**config.mk**
```make
export PLATFORM = sky130hd
export DESIGN_NAME = waveset_segmenter
export DESIGN_NICKNAME = d
export VERILOG_FILES = /design/src/design/wss_pkg.sv /design/src/design/wss_queue.sv /design/src/design/wss_front.sv /design/src/design/wss_back.sv /design/src/design/waveset_segmenter.sv
export SDC_FILE = /design/constraint.sdc
export NUM_CORES = 1
export LEC_CHECK = 0
export BUFFER_PORTS_ARGS = -buffer_cell sky130_fd_sc_hd__buf_2
export CORE_ASPECT_RATIO = 0.8
export CORE_MARGIN = 1.5
export CORE_UTILIZATION = 30
export CTS_BUF_LIST = sky130_fd_sc_hd__clkbuf_8
export DETAILED_ROUTE_END_ITERATION = 10
export PLACE_DENSITY_LB_ADDON = 0.25
export SLEW_MARGIN = 0
export SYNTH_ARGS = -nofsm -noshare
export SYNTH_HDL_FRONTEND = slang
export SYNTH_SLANG_ARGS = --single-unit
export TNS_END_PERCENT = 1
```
**constraint.sdc**
```tcl
create_clock -name i_clk -period 9.2 [get_ports i_clk]
set_input_delay 0.46 -clock i_clk [delete_from_list [all_inputs] [get_ports i_clk]]
set_output_delay 0.46 -clock i_clk [all_outputs]
set_load 0.005 [all_outputs]
```
**src/design/wss_pkg.sv**
```systemverilog
// Shared constants for the waveset segmenter.
package wss_pkg;

    localparam int POS_BITS_DEF    = 20;
    localparam int SAMPLE_BITS_DEF = 24;
    localparam int QUEUE_DEPTH     = 4;

    // Pack bits up to whole bytes.
    function automatic int byte_round(input int bits);
        return ((bits + 7) / 8) * 8;
    endfunction

endpackage

```
**src/design/wss_queue.sv**
```systemverilog
// Small record queue between the sample classifier and the output stage.
module wss_queue #(
    parameter int WIDTH = 8,
    parameter int DEPTH = wss_pkg::QUEUE_DEPTH
) (
    input  logic             i_clk,
    input  logic             i_rst_n,
    input  logic             i_push,
    input  logic [WIDTH-1:0] i_push_data,
    output logic             o_full,
    input  logic             i_pop,
    output logic             o_empty,
    output logic [WIDTH-1:0] o_head
);
    localparam int PTR_W = (DEPTH > 1) ? $clog2(DEPTH) : 1;
    localparam int CNT_W = $clog2(DEPTH + 1);
    localparam logic [PTR_W-1:0] LAST_SLOT = PTR_W'(DEPTH - 1);
    localparam logic [CNT_W-1:0] FULL_CNT  = CNT_W'(DEPTH);

    logic [WIDTH-1:0] r_slot [DEPTH];
    logic [PTR_W-1:0] r_wr_ptr, r_rd_ptr;
    logic [CNT_W-1:0] r_count;
    logic             w_do_push, w_do_pop;

    assign o_full    = (r_count == FULL_CNT);
    assign o_empty   = (r_count == '0);
    assign o_head    = r_slot[r_rd_ptr];
    assign w_do_push = i_push && !o_full;
    assign w_do_pop  = i_pop && !o_empty;

    always_ff @(posedge i_clk) begin
        if (!i_rst_n) begin
            r_wr_ptr <= '0;
            r_rd_ptr <= '0;
            r_count  <= '0;
        end else begin
            if (w_do_push) begin
                r_wr_ptr <= (r_wr_ptr == LAST_SLOT) ? '0 : r_wr_ptr + 1'b1;
            end
            if (w_do_pop) begin
                r_rd_ptr <= (r_rd_ptr == LAST_SLOT) ? '0 : r_rd_ptr + 1'b1;
            end
            if (w_do_push && !w_do_pop) begin
                r_count <= r_count + 1'b1;
            end else if (w_do_pop && !w_do_push) begin
                r_count <= r_count - 1'b1;
            end
        end
    end

    always_ff @(posedge i_clk) begin
        if (w_do_push) begin
            r_slot[r_wr_ptr] <= i_push_data;
        end
    end

endmodule

```
**src/design/wss_front.sv**
```systemverilog
// Sample classifier: sign tracking, waveset state and record building.
module wss_front #(
    parameter int POS_BITS    = wss_pkg::POS_BITS_DEF,
    parameter int SAMPLE_BITS = wss_pkg::SAMPLE_BITS_DEF,
    localparam int REC_W      = 4 * POS_BITS + SAMPLE_BITS,
    localparam int ENTRY_W    = 2 + 2 * REC_W
) (
    input  logic                   i_clk,
    input  logic                   i_rst_n,
    input  logic                   i_valid,
    output logic                   o_ready,
    input  logic [SAMPLE_BITS-1:0] i_sample,
    input  logic                   i_buffer_last,
    input  logic                   i_queue_full,
    output logic                   o_push,
    output logic [ENTRY_W-1:0]     o_entry
);
    localparam logic [POS_BITS-1:0] POS_TOP = '1;

    logic                   r_prev_neg, r_second;
    logic [POS_BITS-1:0]    r_start, r_half, r_pos, r_count;
    logic [SAMPLE_BITS-1:0] r_peak;

    logic                   n_second;
    logic [POS_BITS-1:0]    n_start, n_half, n_count;
    logic [SAMPLE_BITS-1:0] n_peak, w_peak_mid;
    logic                   w_accept, w_neg, w_cross, w_close;
    logic [SAMPLE_BITS-1:0] w_mag;
    logic [REC_W-1:0]       w_rec_close, w_rec_final;

    assign o_ready  = !i_queue_full;
    assign w_accept = i_valid && o_ready;

    // Two's complement negate gives 2^(N-1) for the most negative code.
    assign w_neg   = i_sample[SAMPLE_BITS-1];
    assign w_mag   = w_neg ? (~i_sample + 1'b1) : i_sample;
    assign w_cross = (r_pos != '0) && (w_neg != r_prev_neg);
    assign w_close = w_cross && r_second;

    always_comb begin
        n_second   = r_second;
        n_start    = r_start;
        n_half     = r_half;
        w_peak_mid = r_peak;
        n_count    = r_count;
        if (w_cross) begin
            if (!r_second) begin
                n_half   = r_pos;
                n_second = 1'b1;
            end else begin
                n_start    = r_pos;
                n_half     = r_pos;
                w_peak_mid = '0;
                n_second   = 1'b0;
                if (r_count != POS_TOP) begin
                    n_count = r_count + 1'b1;
                end
            end
        end
        n_peak = (w_mag > w_peak_mid) ? w_mag : w_peak_mid;
    end

    assign w_rec_close = {r_count, r_peak, r_pos - 1'b1, r_half, r_start};
    assign w_rec_final = {n_count, n_peak, r_pos, n_half, n_start};

    assign o_push  = w_accept && (w_close || i_buffer_last);
    assign o_entry = {w_close, i_buffer_last, w_rec_close, w_rec_final};

    always_ff @(posedge i_clk) begin
        if (!i_rst_n) begin
            r_prev_neg <= 1'b0;
            r_second   <= 1'b0;
            r_start    <= '0;
            r_half     <= '0;
            r_peak     <= '0;
            r_pos      <= '0;
            r_count    <= '0;
        end else if (w_accept) begin
            if (i_buffer_last) begin
                // Buffer done: start over for the next one.
                r_prev_neg <= 1'b0;
                r_second   <= 1'b0;
                r_start    <= '0;
                r_half     <= '0;
                r_peak     <= '0;
                r_pos      <= '0;
                r_count    <= '0;
            end else begin
                r_prev_neg <= w_neg;
                r_second   <= n_second;
                r_start    <= n_start;
                r_half     <= n_half;
                r_peak     <= n_peak;
                r_count    <= n_count;
                if (r_pos != POS_TOP) begin
                    r_pos <= r_pos + 1'b1;
                end
            end
        end
    end

endmodule

```
**src/design/wss_back.sv**
```systemverilog
// Output stage: splits queued entries into records and holds the stream register.
module wss_back #(
    parameter int POS_BITS    = wss_pkg::POS_BITS_DEF,
    parameter int SAMPLE_BITS = wss_pkg::SAMPLE_BITS_DEF,
    localparam int REC_W      = 4 * POS_BITS + SAMPLE_BITS,
    localparam int ENTRY_W    = 2 + 2 * REC_W
) (
    input  logic               i_clk,
    input  logic               i_rst_n,
    input  logic               i_empty,
    input  logic [ENTRY_W-1:0] i_head,
    output logic               o_pop,
    output logic               o_valid,
    input  logic               i_ready,
    output logic [REC_W-1:0]   o_rec,
    output logic               o_closes,
    output logic               o_last
);
    logic             r_valid, r_phase, r_closes, r_last;
    logic [REC_W-1:0] r_rec;
    logic             w_has_close, w_has_final, w_load, w_take_close;
    logic [REC_W-1:0] w_rec_close, w_rec_final;

    assign {w_has_close, w_has_final, w_rec_close, w_rec_final} = i_head;

    assign w_load       = (!r_valid || i_ready) && !i_empty;
    // Closed waveset goes first; hold the entry if a final record follows.
    assign w_take_close = w_has_close && !r_phase;
    assign o_pop        = w_load && !(w_take_close && w_has_final);

    always_ff @(posedge i_clk) begin
        if (!i_rst_n) begin
            r_valid <= 1'b0;
            r_phase <= 1'b0;
        end else begin
            if (w_load) begin
                r_valid <= 1'b1;
                r_phase <= w_take_close && w_has_final;
            end else if (i_ready) begin
                r_valid <= 1'b0;
            end
        end
    end

    always_ff @(posedge i_clk) begin
        if (w_load) begin
            if (w_take_close) begin
                r_rec    <= w_rec_close;
                r_closes <= 1'b0;
                r_last   <= !w_has_final;
            end else begin
                r_rec    <= w_rec_final;
                r_closes <= 1'b1;
                r_last   <= 1'b1;
            end
        end
    end

    assign o_valid  = r_valid;
    assign o_rec    = r_rec;
    assign o_closes = r_closes;
    assign o_last   = r_last;

endmodule

```
**src/design/waveset_segmenter.sv**
```systemverilog
// Waveset segmenter top level: classifier, record queue and output stage.
// Output path: m_axis_tvalid rises after the sample's transaction through the queue write,
// then the output register load; a stalled output register holds the entry in the queue.
// Throughput: one sample per cycle while the queue is not full; a sample that closes
// a waveset on the buffer's last sample yields two records, sent as two transactions.
// The record queue holds wss_pkg::QUEUE_DEPTH entries between classifier and output.
// Synchronous active-low reset clears waveset state, queue and output valid.
module waveset_segmenter #(
    parameter int POS_BITS    = wss_pkg::POS_BITS_DEF,
    parameter int SAMPLE_BITS = wss_pkg::SAMPLE_BITS_DEF,
    localparam int REC_W      = 4 * POS_BITS + SAMPLE_BITS,
    localparam int IN_W       = wss_pkg::byte_round(SAMPLE_BITS),
    localparam int OUT_W      = wss_pkg::byte_round(REC_W)
) (
    input  logic             i_clk,
    input  logic             i_rst_n,
    input  logic             s_axis_tvalid,
    output logic             s_axis_tready,
    input  logic [IN_W-1:0]  s_axis_tdata,  // sample
    input  logic             s_axis_tlast,  // buffer_last
    output logic             m_axis_tvalid,
    input  logic             m_axis_tready,
    // start_pos, half_pos, end_pos, peak_level, waveset_index, zero fill
    output logic [OUT_W-1:0] m_axis_tdata,
    output logic [0:0]       m_axis_tuser,  // closes_buffer
    output logic             m_axis_tlast   // run_last
);
    localparam int ENTRY_W = 2 + 2 * REC_W;

    logic               w_push, w_full, w_pop, w_empty, w_closes;
    logic [ENTRY_W-1:0] w_entry, w_head;
    logic [REC_W-1:0]   w_rec;

    wss_front #(.POS_BITS(POS_BITS), .SAMPLE_BITS(SAMPLE_BITS)) u_front (
        .i_clk         (i_clk),
        .i_rst_n       (i_rst_n),
        .i_valid       (s_axis_tvalid),
        .o_ready       (s_axis_tready),
        .i_sample      (s_axis_tdata[SAMPLE_BITS-1:0]),
        .i_buffer_last (s_axis_tlast),
        .i_queue_full  (w_full),
        .o_push        (w_push),
        .o_entry       (w_entry)
    );

    wss_queue #(.WIDTH(ENTRY_W), .DEPTH(wss_pkg::QUEUE_DEPTH)) u_queue (
        .i_clk       (i_clk),
        .i_rst_n     (i_rst_n),
        .i_push      (w_push),
        .i_push_data (w_entry),
        .o_full      (w_full),
        .i_pop       (w_pop),
        .o_empty     (w_empty),
        .o_head      (w_head)
    );

    wss_back #(.POS_BITS(POS_BITS), .SAMPLE_BITS(SAMPLE_BITS)) u_back (
        .i_clk    (i_clk),
        .i_rst_n  (i_rst_n),
        .i_empty  (w_empty),
        .i_head   (w_head),
        .o_pop    (w_pop),
        .o_valid  (m_axis_tvalid),
        .i_ready  (m_axis_tready),
        .o_rec    (w_rec),
        .o_closes (w_closes),
        .o_last   (m_axis_tlast)
    );

    assign m_axis_tdata = OUT_W'(w_rec);
    assign m_axis_tuser = w_closes;

endmodule

```
=== After elaboration in Yosys (flattened, before gate mapping) ===
Memories as Yosys holds them, arrays and structs flattened. A register that Yosys moved wholly into a read port is not among the register bits.
Cells that the tools add are included.

* Order comparisons: 1
* Bitwise gates (word level): 1
* Reductions and logical operators: 30
* Mux-type cells: 32
* Equality and inequality tests: 6
* Add/subtract/negate cells: 8

{| class="wikitable"
|+ Operators by type and width
! operator !! count
|-
| $mux 20 || 11
|-
| $mux 24 || 5
|-
| $mux 104 || 1
|-
| $add 20x1->20 const B || 2
|-
| $ne 20x20->1 const B || 2
|-
| $add 24x1->24 const B || 1
|-
| $gt 24x24->1 || 1
|-
| $not 24->24 || 1
|-
| $reduce_bool 20->1 || 1
|-
| $sub 20x1->20 const B || 1
|-
| $logic_and 1x1->1 || 12
|-
| $mux 1 || 9
|-
| $logic_not 1->1 || 8
|-
| $mux 2 || 4
|-
| $reduce_bool 2->1 || 4
|-
| $mux 3 || 2
|-
| $add 2x1->2 const B || 2
|-
| $eq 2x2->1 const B || 2
|-
| $reduce_and 2->1 || 2
|-
| $add 3x1->3 const B || 1
|-
| $eq 3x3->1 const B || 1
|-
| $logic_not 3->1 || 1
|-
| $sub 3x1->3 const B || 1
|-
| $logic_or 1x1->1 || 2
|-
| $ne 1x1->1 || 1
|}

* Bits of input ports: 29
* RAM bits: 840
* Flip-flop bits (word level): 221
* Output and inout bits: 108
* Memories: 1

{| class="wikitable"
|+ Memory list
! memory !! depth !! width !! read ports !! clocked after Yosys merged registers in !! wr ports !! line !! source
|-
| u_queue.r_slot || 4 || 210 || 1 || 1 || 1 || wss_queue.sv:20 || <nowiki>logic [WIDTH-1:0] r_slot [DEPTH];</nowiki>
|}

=== Logic depth before layout (Yosys ltp) ===
Gate-level depths: netlist (run 1).

* Depth in word-level cells: 10
* Mapped depth: 18
* Gate-level depth less buffers: 17

=== Modules after synthesis ===
A second synthesis (run 1) with hierarchy kept.

* Cell total of the unflattened synthesis: 2464
* Area, all modules: 42421.9 µm²

{| class="wikitable"
|+ By module, submodules not included
! module !! area each (µm²) !! sequential area each (µm²) !! cells each !! instances
|-
| wss_queue || 30998.5 || 25404.4 || 1148 || 1
|-
| wss_front || 6795.3 || 2122.0 || 862 || 1
|-
| wss_back || 4628.2 || 3223.1 || 454 || 1
|}

=== Worst setup path before layout (run 1) ===
OpenSTA, ideal clock, no wires.

* Kind: input to register
* Start: input port m_axis_tready
* End: register u_queue.r_count[2]
* Stages: 9
* Data arrival time: 7.807 ns
* Setup slack: 1.317 ns
* Required time: 9.124 ns
* Library setup time: 0.076 ns
* Cells stage by stage: inv_1 -> a21oi_1 -> nand2_1 -> ha_1 -> inv_1 -> fa_1 -> xor2_1 -> or3_1 -> a21boi_0

* Longest elaborated chain between the ends: 7

{| class="wikitable"
|+ Ends and longest elaborated chain
! what !! line !! source
|-
| from (decl) || waveset_segmenter.sv:22 || <nowiki>input logic m_axis_tready,</nowiki>
|-
| $logic_or 1x1->1 * || wss_back.sv:26 || <nowiki>assign w_load = (!r_valid || i_ready) && !i_empty;</nowiki>
|-
| $logic_and 1x1->1 * || wss_back.sv:26 ||
|-
| via u_back.w_load || wss_back.sv:21 || <nowiki>logic w_has_close, w_has_final, w_load, w_take_close;</nowiki>
|-
| $logic_and 1x1->1 * || wss_back.sv:29 || <nowiki>assign o_pop = w_load && !(w_take_close && w_has_final);</nowiki>
|-
| $logic_and 1x1->1 * || wss_queue.sv:29 || <nowiki>assign w_do_pop = i_pop && !o_empty;</nowiki>
|-
| $logic_not 1->1 || wss_queue.sv:43 || <nowiki>if (w_do_push && !w_do_pop) begin</nowiki>
|-
| $logic_and 1x1->1 || wss_queue.sv:43 ||
|-
| $mux 3 / $reduce_bool 2->1 (equally long branches) || -- ||
|-
| to (signal assigned) || wss_queue.sv:44 || <nowiki>r_count <= r_count + 1'b1;</nowiki>
|-
| to (signal assigned) || wss_queue.sv:46 || <nowiki>r_count <= r_count - 1'b1;</nowiki>
|-
| to (decl) || wss_queue.sv:22 || <nowiki>logic [CNT_W-1:0] r_count;</nowiki>
|}

The timed path passes the listed nets; every way through them passes the cells marked *.
A chain may end at the register's enable or synchronous reset.

=== Worst setup path in the final report (run 1) ===
* Start: register u_front.r_pos[0]
* End: memory u_queue.r_slot[0][83] (netlist bit), data pin

* Longest elaborated chain between the ends: 5

{| class="wikitable"
|+ Ends and longest elaborated chain
! what !! line !! source
|-
| from (decl) || wss_front.sv:21 || <nowiki>logic [POS_BITS-1:0] r_start, r_half, r_pos, r_count;</nowiki>
|-
| from (signal assigned) || wss_front.sv:96 || <nowiki>r_pos <= r_pos + 1'b1;</nowiki>
|-
| $reduce_bool 20->1 * || wss_front.sv:37 || <nowiki>assign w_cross = (r_pos != '0) && (w_neg != r_prev_neg);</nowiki>
|-
| $logic_and 1x1->1 * || wss_front.sv:37 ||
|-
| $mux 24 * || wss_front.sv:46 || <nowiki>if (w_cross) begin</nowiki>
|-
| $gt 24x24->1 || wss_front.sv:60 || <nowiki>n_peak = (w_mag > w_peak_mid) ? w_mag : w_peak_mid;</nowiki>
|-
| $mux 24 * || wss_front.sv:60 ||
|-
| via u_front.n_peak[23] || wss_front.sv:26 || <nowiki>logic [SAMPLE_BITS-1:0] n_peak, w_peak_mid;</nowiki>
|-
| to (decl) || wss_queue.sv:20 ||
|}

Marks and branches as above.

==> metrics.csv, run 1 <==
metric,value,unit
Clock transition at path regs,0.06,ns
final core occ,35.0,%
Die Wd,422,µm
"Seq/Total Area, Yosys",72.9,%
Vias/cell,4.77,
Min-Delay Endpoint,u_front.r_peak[7],
Gate Count Post-Synth,2237,
final hold viol count,0,
clock tree buffer depth,3,
Hold Buf Count CTS,22,
CP max FO,30,
WL/cell,22.2,µm
clk_skew,0.0610,ns
RSZ-0062 raised after global routing,false,
Final HPWL DP,56.0,mm
Num Clock Sinks,1063,
post-synthesis simple-gate area fraction,3.80,%
final net count,2536,
RePlAce Congestion,0.759,
"setup slack, reg-to-reg",3.48,ns
post-synthesis compound-gate area fraction,3.21,%
worst r2r dst,u_queue.r_slot[0][83],
Final min period,5.72,ns
initial antenna violation count,6,
hold_ws,0.110,ns
xor/xnor share of the synthesized area,1.53,%
worst skew pair latency,0.87,ns
Syn Area/Cell,18.9,µm²
Resized cells post-CTS,0,
startpoint types,flop,
initial DRC count,1418,
effective utilization at floorplan,30.4,%
synth unique cells,66,
ys async rst share,0,%
First-pass DRT Iterations,5,
layout cell share with drive strength beyond 1,29.6,%
"Top FF cell, synth",edfxtp_1,
Post-CTS Setup Repair Bufs,0,
Least-Margin Pin Slew,1.11,ns
Worst R2R Start,u_front.r_pos[0],
grt ovf,0,
Final WS setup,3.48,ns
"Design Area, Final",48600,µm²
Syn. warnings,0,
TritonCTS Buffers,176,
Post-synth EDFFs,946,
Placement Rows,122,
first-pass GRT wire length,149,mm
Final Max Tran Viols,0,
critical path endpoint category,flop,
CTS tree,built,
Post-Place Setup Slack,3.60,ns
setup tns final,0,ns
drt total wl,99.4,mm
total number of vias,21400,
CP arrival,6.33,ns
CTS root buf,clkbuf_8,
number of max-cap violations,0,
total die area,143000,µm²
Placed Area,45000,µm²
peak supply drop,0.259,mV
Pleak,16.1,nW
Power Dens Cells,268,nW/µm²
Hold Crit Class,in -> reg,
# IOs,137,
Total GRT Usage,13.9,%
FMAX,175,MHz
die height,338,µm
pin count of the biggest net entering global routing,137,
Mapped Area,42200,µm²
Synthesized Nets,2300,
Layout Area Growth over Synthesis,15.1,%
Worst Path Required,9.81,ns
Core Area,139000,µm²
outcome,completed,
post-synthesis mux area share,15.7,%
Detail Route Antenna Nets,0,
combinational family with the most area after synthesis,multiplexers,
H-tree lvl count,4,
Post-Synth Adder-Cell Area,1.03,%
Hold Path Depth,3,
number of global-route vias before repair,23100,
#FFs+latches synth,1063,
Residual DRC,0,
final period utilization,62.2,%
Hold Crit Start,s_axis_tdata[7],
Worst slew margin,26.2,%
"Setup violations, final",0,
WS Path Type,reg -> reg,
cells on worst reg2reg path,15,
PortBufs,136,
worst max-delay path: stages (launching register included):
cell     delay (ns)
dfxtp_1        0.39
inv_1          0.27
ha_1           0.23
nor3b_1        0.73
and3_1         0.38
a211o_2        0.59
nand2_1        0.17
ha_1           0.33
a21o_1         0.17
a21o_1         0.18
a21oi_1        0.26
o21ai_1        0.25
a21o_1         0.27
o21ai_2        0.41
buf_4          0.40
mux2i_1        0.42
worst max path at each step:
stage,from,endpoint,slack [ns]
floorplan,m_axis_tready,u_queue.r_count[2],1.32
global placement,s_axis_tdata[0],u_queue.r_slot[0][76],3.72
detailed placement,s_axis_tdata[0],u_queue.r_slot[1][68],3.60
CTS,u_front.r_pos[0],u_queue.r_slot[1][80],3.56
global route,u_front.r_pos[0],u_queue.r_slot[0][83],3.10
finish,u_front.r_pos[0],u_queue.r_slot[0][83],3.48
report_power, final:
part / internal [mW] / switching, mW / total, mW
combinational: 1.38 / 1.63 / 3.01
sequential: 5.89 / 0.186 / 6.08
clock: 2.03 / 1.89 / 3.92
total: 9.30 / 3.71 / 13.0
per-stage QoR:
step	power [mW]	std cells
after floorplan	8.20	2237
after global placement	9.27	4133
after detailed placement	9.31	4133
after CTS	13.3	4481
after global routing	13.7	4485
final	13.0	4486
cell usage after synthesis (all sizes together) (27+ instances only):
master  count  area [µm²]
a22oi      40         300
buf        47         262
clkbuf     84         315
dfxtp     117        2340
edfxtp    946       28400
ha         33         413
inv        55         206
mux2      143        1610
mux2i      28         280
mux4      210        4730
nand2      83         312
nor2       47         176
nor2b      47         294
o21ai      37         189
xnor2      27         236
xor2       46         410
sequential cells by signal (all words and copies together), names as in the netlist, named ones only:
register	count
u_back.o_closes	1
u_back.o_last	1
u_back.o_rec	104
u_back.o_valid	1
u_back.r_phase	1
u_front.r_count	20
u_front.r_half	20
u_front.r_peak	24
u_front.r_pos	20
u_front.r_prev_neg	1
u_front.r_second	1
u_front.r_start	20
u_queue.r_count	3
u_queue.r_rd_ptr	2
u_queue.r_slot	840
u_queue.r_wr_ptr	2
cell families after synthesis:
| family | after synthesis |
|---|---|
| xor+xnor | 73 |
| compound gates | 197 |
| mux | 381 |
| flops | 1063 |
| buf+inv | 186 |
| simple gates | 303 |
| fa+ha+maj | 34 |
area by class of cell:
cell class                      count  area (µm²)
Fill cell                       13100       90400
Sequential cell                  1063       30800
Multi-Input combinational cell    988       10700
Clock buffer                      191        2630
Tap cell                         1860        2330
Timing Repair Buffer              189        1210
Clock inverter                    135         708
Inverter                           55         206
Antenna cell                        5        12.5
per-layer routing:
metal / track usage, % / up-vias / wire, µm
li1: - / 9476 / -
met4: 4.83 / 0 / 2500
met3: 2.72 / 187 / 3930
met1: 18.2 / 11300 / 44800
met5: 0 / - / 0
met2: 23.0 / 445 / 48200
placed cells by master, fill, tap and decap left out, types with 6 or more instances in the layout:
master and n:
edfxtp_1 946, mux4_2 210, clkbuf_8 191, mux2_2 143
buf_2 136, inv_1 135, dfxtp_1 115, nand2_1 81
nor2b_1 47, nor2_1 46, xor2_1 45, a22oi_1 40
o21ai_0 34, ha_1 33, mux2i_1 28, xnor2_1 27
buf_4 25, o22ai_1 22, dlygate4sd3_1 22, a21oi_1 21
nand4_1 20, clkinv_1 20, clkinv_2 19, nand3_1 17
o31ai_1 16, or3_1 13, nor4_1 11, nor3_1 9
and2_1 9, a21boi_0 9, and3_1 7, a21o_1 7
and4_1 7, a31oi_1 7, nand2b_1 6, or4_1 6
clkinvlp_4 6, buf_12 6
Power figures use the tool's default switching activity.
==> inputs of run 2 (changes only) <==
--- a/config.mk
+++ b/config.mk
@@ -5,6 +5,7 @@
 export SDC_FILE = /design/constraint.sdc
 export NUM_CORES = 1
 export LEC_CHECK = 0
+export ABC_AREA = 1
 export BUFFER_PORTS_ARGS = -buffer_cell sky130_fd_sc_hd__buf_2
 export CORE_ASPECT_RATIO = 0.8
 export CORE_MARGIN = 1.5
==> constraint.sdc (replaced) <==
create_clock -name i_clk -period 5.1 [get_ports i_clk]
set_input_delay 0.255 -clock i_clk [delete_from_list [all_inputs] [get_ports i_clk]]
set_output_delay 0.255 -clock i_clk [all_outputs]
set_load 0.005 [all_outputs]
==> run 2 against run 1 <==
Sequential power rose by 83%. Synthesized cell count increased by 63%. Highest routed layer unchanged. Combinational power is 120% higher. Wire length grew 14%. Largest cell class unchanged. Clock-buffer cell count up 16. Die area increased by 1.5%. Largest power group unchanged.
==> metrics.csv, run 2 <==
metric,value,unit
power share of the clock group,30.2,%
total die area,145000,µm²
"Setup violations, final",0,
synth unique cells,46,
Gate Count Post-Synth,3645,
First-pass DRT Iterations,5,
Pleak,16.9,nW
Hold Crit Class,in -> reg,
worst skew pair latency,0.86,ns
Placed Area,45700,µm²
effective utilization at floorplan,30.3,%
total number of vias,27900,
post-synth top area cell,edfxtp_1,
final period utilization,87.9,%
CTS tree,built,
Resized cells post-CTS,0,
Post-Place Setup Slack,0.602,ns
Detail Route Antenna Nets,0,
sw frac,34.2,%
Top reg by flops,u_queue.r_slot,
CP arrival,5.07,ns
Placement Rows,123,
"Top FF cell, synth",edfxtp_1,
Final HPWL DP,60.9,mm
"top cells by area, synth","edfxtp_1 (66%), nor2_1 (6.9%), o21ai_0 (5.7%)",
drt total wl,114,mm
final core occ,35.2,%
top-count cell post-synth,edfxtp_1,
# IOs,137,
CTS root buf,clkbuf_8,
max reg flops,840,
startpoint types,flop,
Post-synth EDFFs,946,
setup tns final,0,ns
pin count of the biggest net entering global routing,215,
first-pass GRT wire length,171,mm
final hold viol count,0,
"Seq/Total Area, Yosys",71.8,%
clock tree buffer depth,3,
WL/cell,19.4,µm
"most common cell after layout, fill and taps aside",edfxtp_1,
Total GRT Usage,15.4,%
most frequent cells after synthesis,"edfxtp_1 (946), nor2_1 (785), o21ai_0 (490), nand2_1 (346), clkbuf_1 (176)",
Final Non-Filler Cells,5853,
Post-CTS Setup Repair Bufs,0,
WS Path Type,reg -> reg,
outcome,completed,
Worst slew margin,25.5,%
Least-Margin Pin Slew,1.12,ns
Worst Path Required,5.69,ns
RSZ-0062 raised after global routing,false,
Vias/cell,4.76,
Clock transition at path regs,0.06,ns
clk_skew,0.0268,ns
Final min period,4.48,ns
RePlAce Congestion,0.792,
initial DRC count,2189,
total internal power,16.8,mW
FMAX,223,MHz
Final Max Tran Viols,0,
critical path endpoint category,flop,
fillers,13900,
layout cell share with drive strength beyond 1,12.4,%
post-synth top area share,66.4,%
"Design Area, Final",49600,µm²
TritonCTS Buffers,179,
Mapped Area,42800,µm²
final net count,3887,
Power Dens Cells,513,nW/µm²
grt ovf,0,
H-tree lvl count,4,
peak supply drop,0.613,mV
initial antenna violation count,3,
Net Sw Power,8.70,mW
Comb power frac,26.2,%
PortBufs,136,
ys async rst share,0,%
Residual DRC,0,
Num Clock Sinks,1063,
Synthesized Nets,3708,
Layout Area Growth over Synthesis,16.0,%
Die Wd,425,µm
number of max-cap violations,0,
number of global-route vias before repair,27300,
Syn Area/Cell,11.7,µm²
Syn. warnings,0,
Flop pwr share,43.5,%
CP max FO,25,
die height,341,µm
#FFs+latches synth,1063,
most frequent cells in the layout,"edfxtp_1 (946), nor2_1 (779), o21ai_0 (490)",
Placed Instances,5494,
Final WS setup,0.616,ns
Core Area,141000,µm²
run 2: changes by cell type after synthesis, moves of 98 or more:
cell     delta
nor2_1    +738
nand2_1   +263
a21oi_1    +98
o21ai_0   +455
a31oi_1    +99
mux4_2    -210
mux2_2    -143
run 2: path summary, 6_finish.rpt:
kind                           endpoint  depth (start not counted)          startpoint  slack (ns)
setup reg to reg  u_queue.r_slot[0][76]                         20    u_front.r_pos[0]        0.62
setup / recovery  u_queue.r_slot[0][76]                         20    u_front.r_pos[0]        0.62
hold / removal           u_back.r_phase                          6       m_axis_tready        0.10
hold reg to reg      u_front.r_prev_neg                          2  u_front.r_prev_neg        0.48
run 2: cell families (layout without fill, tap and decap cells):
logic type,count (synthesis),count (layout),synth area share [%]
AOI/OAI and AO/OA,840,840,10.5
xor gates and xnor gates,48,48,1.02
adders and majority gates,34,34,1.01
buffers and inverters,355,686,3.24
DFF,1063,1063,71.8
other,0,2,0
and+or+nand+nor,1305,1305,12.4
run 2: cell type report:
type	count	area, µm²	area share [%]
Inverter	143	551	1.11
Sequential cell	1063	30800	62.0
Clock inverter	126	803	1.62
Multi-Input combinational cell	2227	10700	21.6
Tap cell	1875	2350	4.73
Clock buffer	207	2850	5.74
Antenna cell	2	5.00	0.0101
Timing Repair Buffer	210	1580	3.19
run 2: routing by layer:
metal / vias up / global-route usage (%) / routed length (µm)
li1: 13400 / - / -
met1: 13700 / 21.5 / 53400
met2: 673 / 24.3 / 52300
met3: 190 / 2.49 / 5120
met4: 0 / 5.33 / 2710
met5: - / 0 / 0
run 2: power groups by stage:
stage                     Clock [mW]  Sequential [mW]  Combinational [mW]
after floorplan                    0             11.2                4.02
after global placement             0             11.3                6.88
after detailed placement           0             11.3                6.90
after CTS                       7.97             11.1                6.94
after global routing            8.29             11.2                7.52
final                           7.70             11.1                6.68
run 2: stage by stage:
step / power [mW] / hold WS, ns
floorplan: 15.3 / 0.354
global placement: 18.2 / 0.467
detailed placement: 18.2 / 0.476
CTS: 26.0 / 0.00599
global route: 27.0 / 0.0911
finish: 25.5 / 0.104
run 2: critical path: stages, from the launching register on:
cell,delay (ns)
dfxtp_2,0.37
inv_1,0.19
ha_1,0.25
nand2_2,0.13
nor2_4,0.16
nand3_2,0.19
nand3_2,0.30
buf_4,0.39
nand2_1,0.13
ha_1,0.31
a21oi_1,0.15
nor2_1,0.06
a211oi_1,0.27
o21ai_0,0.17
nand4_1,0.12
nand2_1,0.06
inv_2,0.07
nand2_4,0.21
nand2_4,0.35
nand2_1,0.11
and2_1,0.21
run 2: what timing repair did:
item,CTS,global route
endpoints found under the setup margin,0,0
endpoints found under the hold margin,68,0
hold buffers,24,0
